[src/rtl/core/assert_macros.svh]
// Assertion macros used by the sorted list engine.
`ifndef ASSERT_MACROS_SVH
`define ASSERT_MACROS_SVH
`ifndef NO_ASSERTIONS
`define SLE_ASSERT(lbl, prop) \
	lbl: assert property (@(posedge clk) disable iff (!arst_n) prop) \
	else $error("sorted list engine assertion failed");
`define SLE_ASSERT_ALWAYS(lbl, prop) \
	lbl: assert property (@(posedge clk) prop) \
	else $error("sorted list engine assertion failed");
`else
`define SLE_ASSERT(lbl, prop)
`define SLE_ASSERT_ALWAYS(lbl, prop)
`endif
`endif

[src/rtl/core/sle_pkg.sv]
`timescale 1ns / 1ps
package sle_pkg;

	localparam int unsigned VALUE_W = 32;

	typedef logic signed [VALUE_W-1:0] value_t;

	typedef enum logic [1:0] {
		OP_INSERT = 2'd0,
		OP_SEARCH = 2'd1,
		OP_DELETE = 2'd2,
		OP_POP    = 2'd3
	} op_t;

	typedef enum logic [1:0] {
		ST_OK        = 2'd0,
		ST_NOT_FOUND = 2'd1,
		ST_FULL      = 2'd2,
		ST_EMPTY     = 2'd3
	} status_t;

	typedef struct packed {
		logic en;
		op_t  op;
	} cell_ctl_t;

	typedef struct packed {
		logic ins;
		logic hit;
	} cell_flag_t;

endpackage

[src/rtl/core/sle_cell.sv]
`timescale 1ns / 1ps
module sle_cell (
	input  logic               clk,
	input  sle_pkg::cell_ctl_t ctl,
	input  sle_pkg::value_t    value,
	input  logic               occ,
	input  logic               left_ins,
	input  sle_pkg::value_t    left_data,
	input  sle_pkg::value_t    right_data,
	output sle_pkg::cell_flag_t flag,
	output sle_pkg::value_t    data
);
	import sle_pkg::*;

	value_t entry_q;
	value_t entry_d;
	logic   ge;

	assign ge       = (entry_q >= value);
	assign flag.ins = !occ || ge;
	assign flag.hit = occ && (entry_q == value);
	assign data     = entry_q;

	always_comb begin
		entry_d = entry_q;
		case (ctl.op)
			OP_INSERT: begin
				if (left_ins)
					entry_d = left_data;
				else if (flag.ins)
					entry_d = value;
			end
			OP_DELETE: begin
				if (flag.ins)
					entry_d = right_data;
			end
			OP_POP: entry_d = right_data;
			default: entry_d = entry_q;
		endcase
	end

	always_ff @(posedge clk) begin
		if (ctl.en)
			entry_q <= entry_d;
	end

endmodule

[src/rtl/core/sorted_list_engine.sv]
`timescale 1ns / 1ps
`include "assert_macros.svh"
// Sorted store of up to CAPACITY signed 32-bit values held in a row of cells, one entry per
// cell. Every cell compares its entry with the incoming value in the same cycle and takes
// its own entry, the value, or a neighbor's entry, so an insert, search, delete or pop
// finishes in the cycle it is accepted and its single result beat sits in an output
// register. One item is accepted per cycle while the result beat is taken; the result beat
// appears in the cycle after the input beat. The longest path is the 32-bit compare in each
// cell followed by the found reduction across the row.
module sorted_list_engine #(
	parameter int unsigned CAPACITY = 16
) (
	input  logic             clk,
	input  logic             arst_n,
	input  logic             in_valid,
	output logic             in_ready,
	input  sle_pkg::op_t     op,
	input  sle_pkg::value_t  value,
	output logic             out_valid,
	input  logic             out_ready,
	output sle_pkg::status_t status,
	output sle_pkg::value_t  result_value,
	output logic [4:0]       entry_count
);
	import sle_pkg::*;

	localparam int unsigned CW = $clog2(CAPACITY + 1);

	logic [CW-1:0] count_q;
	logic [CW-1:0] count_d;
	logic          out_valid_q;
	status_t       status_q;
	value_t        result_q;
	logic [CW-1:0] ecount_q;

	logic          accept;
	logic          found;
	logic          full;
	logic          empty;
	logic          update;
	status_t       status_d;
	value_t        result_d;
	cell_ctl_t     ctl;

	logic       [CAPACITY-1:0] occ;
	logic       [CAPACITY-1:0] hit;
	cell_flag_t [CAPACITY-1:0] flags;
	value_t     [CAPACITY-1:0] cdata;

	assign in_ready = !out_valid_q || out_ready;
	assign accept   = in_valid && in_ready;
	assign full     = (count_q == CW'(CAPACITY));
	assign empty    = (count_q == '0);
	assign found    = |hit;

	always_comb begin
		update   = 1'b0;
		count_d  = count_q;
		status_d = ST_OK;
		result_d = value;
		case (op)
			OP_INSERT: begin
				if (full) begin
					status_d = ST_FULL;
				end else begin
					update  = 1'b1;
					count_d = count_q + 1'b1;
				end
			end
			OP_SEARCH: begin
				if (!found)
					status_d = ST_NOT_FOUND;
			end
			OP_DELETE: begin
				if (found) begin
					update  = 1'b1;
					count_d = count_q - 1'b1;
				end else begin
					status_d = ST_NOT_FOUND;
				end
			end
			OP_POP: begin
				if (empty) begin
					status_d = ST_EMPTY;
					result_d = '0;
				end else begin
					update   = 1'b1;
					count_d  = count_q - 1'b1;
					result_d = cdata[0];
				end
			end
			default: update = 1'b0;
		endcase
	end

	assign ctl.en = accept && update;
	assign ctl.op = op;

	for (genvar i = 0; i < CAPACITY; i++) begin : g_cell
		logic   left_ins;
		value_t left_data;
		value_t right_data;

		assign occ[i] = (count_q > CW'(i));
		assign hit[i] = flags[i].hit;

		if (i == 0) begin : g_head
			assign left_ins  = 1'b0;
			assign left_data = value;
		end else begin : g_body
			assign left_ins  = flags[i-1].ins;
			assign left_data = cdata[i-1];
		end

		if (i == CAPACITY - 1) begin : g_tail
			assign right_data = cdata[i];
		end else begin : g_inner
			assign right_data = cdata[i+1];
		end

		sle_cell u_cell (
			.clk        (clk),
			.ctl        (ctl),
			.value      (value),
			.occ        (occ[i]),
			.left_ins   (left_ins),
			.left_data  (left_data),
			.right_data (right_data),
			.flag       (flags[i]),
			.data       (cdata[i])
		);
	end

	always_ff @(posedge clk or negedge arst_n) begin
		if (!arst_n) begin
			count_q     <= '0;
			out_valid_q <= 1'b0;
		end else begin
			if (accept) begin
				count_q     <= count_d;
				out_valid_q <= 1'b1;
			end else if (out_ready) begin
				out_valid_q <= 1'b0;
			end
		end
	end

	always_ff @(posedge clk) begin
		if (accept) begin
			status_q <= status_d;
			result_q <= result_d;
			ecount_q <= count_d;
		end
	end

	assign out_valid    = out_valid_q;
	assign status       = status_q;
	assign result_value = result_q;
	assign entry_count  = 5'(ecount_q);

	`SLE_ASSERT(a_count_bound, count_q <= CW'(CAPACITY))
	`SLE_ASSERT(a_count_hold, !accept |=> $stable(count_q))
	`SLE_ASSERT(a_pop_empty, accept && op == OP_POP && empty |=> status_q == ST_EMPTY)
	`SLE_ASSERT(a_full_hold, accept && op == OP_INSERT && full |=> count_q == CW'(CAPACITY))
	`SLE_ASSERT_ALWAYS(a_reset_idle, !arst_n |=> !out_valid_q && count_q == '0)

endmodule
[config.mk]
export PLATFORM = sky130hd
export DESIGN_NAME = sorted_list_engine
export DESIGN_NICKNAME = d
export VERILOG_FILES = /design/src/rtl/core/sle_pkg.sv /design/src/rtl/core/sle_cell.sv /design/src/rtl/core/sorted_list_engine.sv
export VERILOG_INCLUDE_DIRS = /design/src /design/src/rtl/core
export SDC_FILE = /design/constraint.sdc
export NUM_CORES = 2
export LEC_CHECK = 0
export ABC_AREA = 1
export BUFFER_PORTS_ARGS = -buffer_cell sky130_fd_sc_hd__buf_2
export CAP_MARGIN = 20
export CELL_PAD_IN_SITES_DETAIL_PLACEMENT = 1
export CELL_PAD_IN_SITES_GLOBAL_PLACEMENT = 1
export CORE_ASPECT_RATIO = 0.6
export CORE_MARGIN = 2
export CORE_UTILIZATION = 45
export DETAILED_ROUTE_END_ITERATION = 6
export GPL_TIMING_DRIVEN = 0
export PLACE_DENSITY = 0.83
export SYNTH_ARGS = -nofsm -noshare
export SYNTH_HDL_FRONTEND = slang
export SYNTH_SLANG_ARGS = --single-unit
[constraint.sdc]
create_clock -name clk -period 5.1 [get_ports clk]
set_input_delay 1.02 -clock clk [delete_from_list [all_inputs] [get_ports clk]]
set_output_delay 1.02 -clock clk [all_outputs]
set_load 0.01 [all_outputs]
==> results.json <==
{
  "ys.warnings.count": 0,
  "syn_inst": 5647,
  "drtIter0Drc": 5002,
  "r2r_cells": 15,
  "path_clk_slew_ns": 0.07,
  "seq_area_um2": 16700,
  "grt_max_degree": 34,
  "grt_pass1_vias": 42400,
  "io-pin-count": 79,
  "synth-edff-count": 551,
  "worst_pin_slew_ns": 1.19,
  "finalCritPeriodShare": 0.993,
  "cts_tree": "built",
  "min_period_ns": 5.06,
  "slowest_stage": "ha_1",
  "portBuffers": 78,
  "tns_ns": 0,
  "cp-end-kind": "flip-flop",
  "drv_cap": 0,
  "leakage_nw": 22.7,
  "maxSlewHeadroom": 0.204,
  "finClkSkew_ns": 0.0240,
  "core-area_um2": 93700,
  "antenna_left": 0,
  "combPwrFrac": 0.322,
  "numCtsBuffers": 59,
  "final_core_util": 0.510,
  "ys.flop_type": "edfxtp_1",
  "grt_pass1_wl_um": 261000,
  "synthSimpleGateAreaFrac": 0.297,
  "pwr_density_cell_nw_per_um2": 326,
  "status": "finished clean",
  "final_nets": 6410,
  "ys_types": 43,
  "place_ws_ns": -1.17,
  "cts_hold_buf": 0,
  "syn_to_final_growth_pct": 12.5,
  "multi_input_area_um2": 23000,
  "synthAdderAreaFrac": 0.154,
  "worstPathRequired_ns": 5.47,
  "root_buffer": "clkbuf_16",
  "path_cells": "buf_2 > inv_1 > clkbuf_2 > ha_1 > nand2_1 > nor2_1 > nand2_1 > nor2_1 > nand3_1 > nand2_1 > nor2_1 > nand2_2 > nor2_4 > o21bai_4 > nand3_4 > buf_12 > nor2_4 > buf_12",
  "fmax_ghz": 0.198,
  "grt_overflow": 0,
  "start_kind": "input pin",
  "gp_congestion": 0.932,
  "synth_nets": 6208,
  "r2r-end": "g_cell[0].u_cell.data[4]",
  "finalSetupViolCount": 0,
  "synth_compound_area_frac": 0.0849,
  "htreeDepth": 2,
  "seq_power_share": 0.362,
  "switchingPower_mw": 6.00,
  "r2r_slack_ns": 0.82,
  "synth_area_um2": 42400,
  "drt_wl_total_um": 175000,
  "drcViolationCount": 0,
  "fin_cells": 7148,
  "vias": 42500,
  "p_sw_frac": 0.385,
  "r2r_start": "g_cell[4].u_cell.data[7]",
  "die_w_um": 401,
  "drv_slew": 0,
  "final-hold-violation-count": 0,
  "postSynth.asyncResetShare": 0.0108,
  "synth_top_family_by_area": "simple AND/OR/NAND/NOR gates",
  "synth_xor_area_frac": 0.000619,
  "rsz0062_at_grt": "false",
  "vias_per_cell": 5.94,
  "cts.sinks": 557,
  "dp_cells": 6999,
  "drtPass1Iterations": 5,
  "ys_ff_latch": 557,
  "dieArea_um2": 96900,
  "start_util": 0.453,
  "drive_gt1_frac": 0.0622,
  "wl_per_cell_um": 24.4,
  "num-fill-cells": 11800,
  "internal_power_mw": 9.59,
  "clockBufferDepth": 3,
  "muxShareOfSynthArea": 0,
  "grt_usage": 0.353,
  "critPathKind": "input pin to flip-flop",
  "cp.arrival_ns": 5.43,
  "die_h_um": 242,
  "power_frac_clock": 0.316,
  "antenna_found_initial": 4,
  "min_path_type": "input pin to async pin",
  "fin_ws_ns": 0.0372,
  "dp_hpwl_um": 136000,
  "ys_seq_area_frac": 0.393,
  "ir_drop_mv": 0.216,
  "rows": 87,
  "avgSynthCellArea_um2": 7.52,
  "cpPeakStageDelay_ns": 0.52,
  "cp_max_fo": 28,
  "clkLatencyLatePin_ns": 0.69
}
## worst max path at each step
stage	from	end	slack [ns]	cells after the start
floorplan	value[31]	g_cell[15].u_cell.data[0]	0.17	15
global placement	value[5]	g_cell[15].u_cell.data[4]	-2.86	16
detailed placement	value[7]	g_cell[2].u_cell.data[5]	-1.17	18
CTS	value[6]	g_cell[12].u_cell.data[18]	0.007	17
global route	value[10]	g_cell[11].u_cell.data[7]	0.002	14
finish	value[9]	g_cell[0].u_cell.data[4]	0.04	18
## repair_timing
item / in CTS / in global routing
pin swaps: 16 / 2
setup buffers: 27 / 3
gates resized for setup: 16 / 19
setup endpoints to repair: 369 / 219
cloned: 9 / 0
## placed cells by master (no fill, tap or decap), types with 22 or more instances in the layout
| cell | netlist | final |
|---|---|---|
| nand4_1 | 103 | 103 |
| o21ai_1 | 52 | 52 |
| a21oi_1 | 256 | 251 |
| clkbuf_16 | 0 | 60 |
| buf_8 | 0 | 22 |
| o22ai_1 | 32 | 32 |
| o21ai_0 | 287 | 287 |
| nor2_1 | 415 | 413 |
| nand2_1 | 2227 | 2227 |
| buf_2 | 56 | 135 |
| inv_1 | 484 | 483 |
| ha_1 | 523 | 523 |
| edfxtp_1 | 551 | 551 |
| clkbuf_1 | 188 | 163 |
| nand3_1 | 325 | 322 |
| buf_12 | 1 | 35 |
| nor2_4 | 12 | 23 |
## layout make-up
class                      count  area share
inverter                     490      0.0385
clock inverter                48      0.0114
tap                         1246      0.0326
multi-input combinational   4343       0.482
antenna                        2    0.000105
clock buffer                  64      0.0317
buffer                       256      0.0234
timing repair buffer         142      0.0312
sequential                   557       0.349
## logic make-up (layout without fill, tap and decap cells)
family,after synthesis,in the layout
AO/OA/AOI/OAI,682,682
XOR/XNOR,3,3
adder cells (fa/ha/maj),523,523
buffers and inverters,756,1000
flip-flops,557,557
other,0,2
AND/OR/NAND/NOR,3126,3135
## worst max-delay path: cells and delay by family
family,cells,cell delay (ns)
adders and majority gates,1,0.52
and+or+nand+nor,11,2.13
AOI/OAI and AO/OA,1,0.18
buffers and inverters,5,1.45
## stage by stage
step	hold slack [ns]	power, mW	area (um2)
floorplan	0.520	8.60	42500
global placement	0.494	10.1	44400
detailed placement	0.515	10.4	45000
CTS	0.157	15.4	47600
global route	0.175	16.2	47800
finish	0.173	15.6	47800
## power by group through the flow
stage	clock, mW	sequential [mW]	combinational [mW]
floorplan	0	5.69	2.91
global placement	0	5.74	4.31
detailed placement	0	5.74	4.65
CTS	4.93	5.65	4.79
global route	5.10	5.67	5.47
finish	4.93	5.65	5.02
## state kept, by name, indices dropped and copies added, names as in the netlist
name / cells
count_q: 5
g_cell.u_cell.data: 512
out_valid: 1
status: 2
entry_count: 5
result_value: 32
## cells in the mapped netlist, drive strengths merged, types with 9 or more instances
library cell	instances	share of area
nand2	2233	0.20
edfxtp	551	0.39
ha	523	0.15
inv	488	0.043
nor2	432	0.041
o21ai	340	0.040
nand3	329	0.039
a21oi	256	0.030
clkbuf	188	0.017
nand4	103	0.015
buf	78	0.0096
o22ai	32	0.0047
nor3	18	0.0021
o21a	14	0.0025
nand3b	11	0.0019
o21bai	11	0.0022
a21boi	9	0.0016
## metal layers
layer  track usage  part of all wire  vias to the layer above  wire, um
met5             0           0.00014                        -        24
met4        0.0797             0.024                        4      4110
met3        0.0972              0.13                      227     22500
met2         0.489              0.39                     1946     68300
met1         0.539              0.46                    21200     79700
li1              -                 -                    19200         -
(Power assumes the default switching activity.)
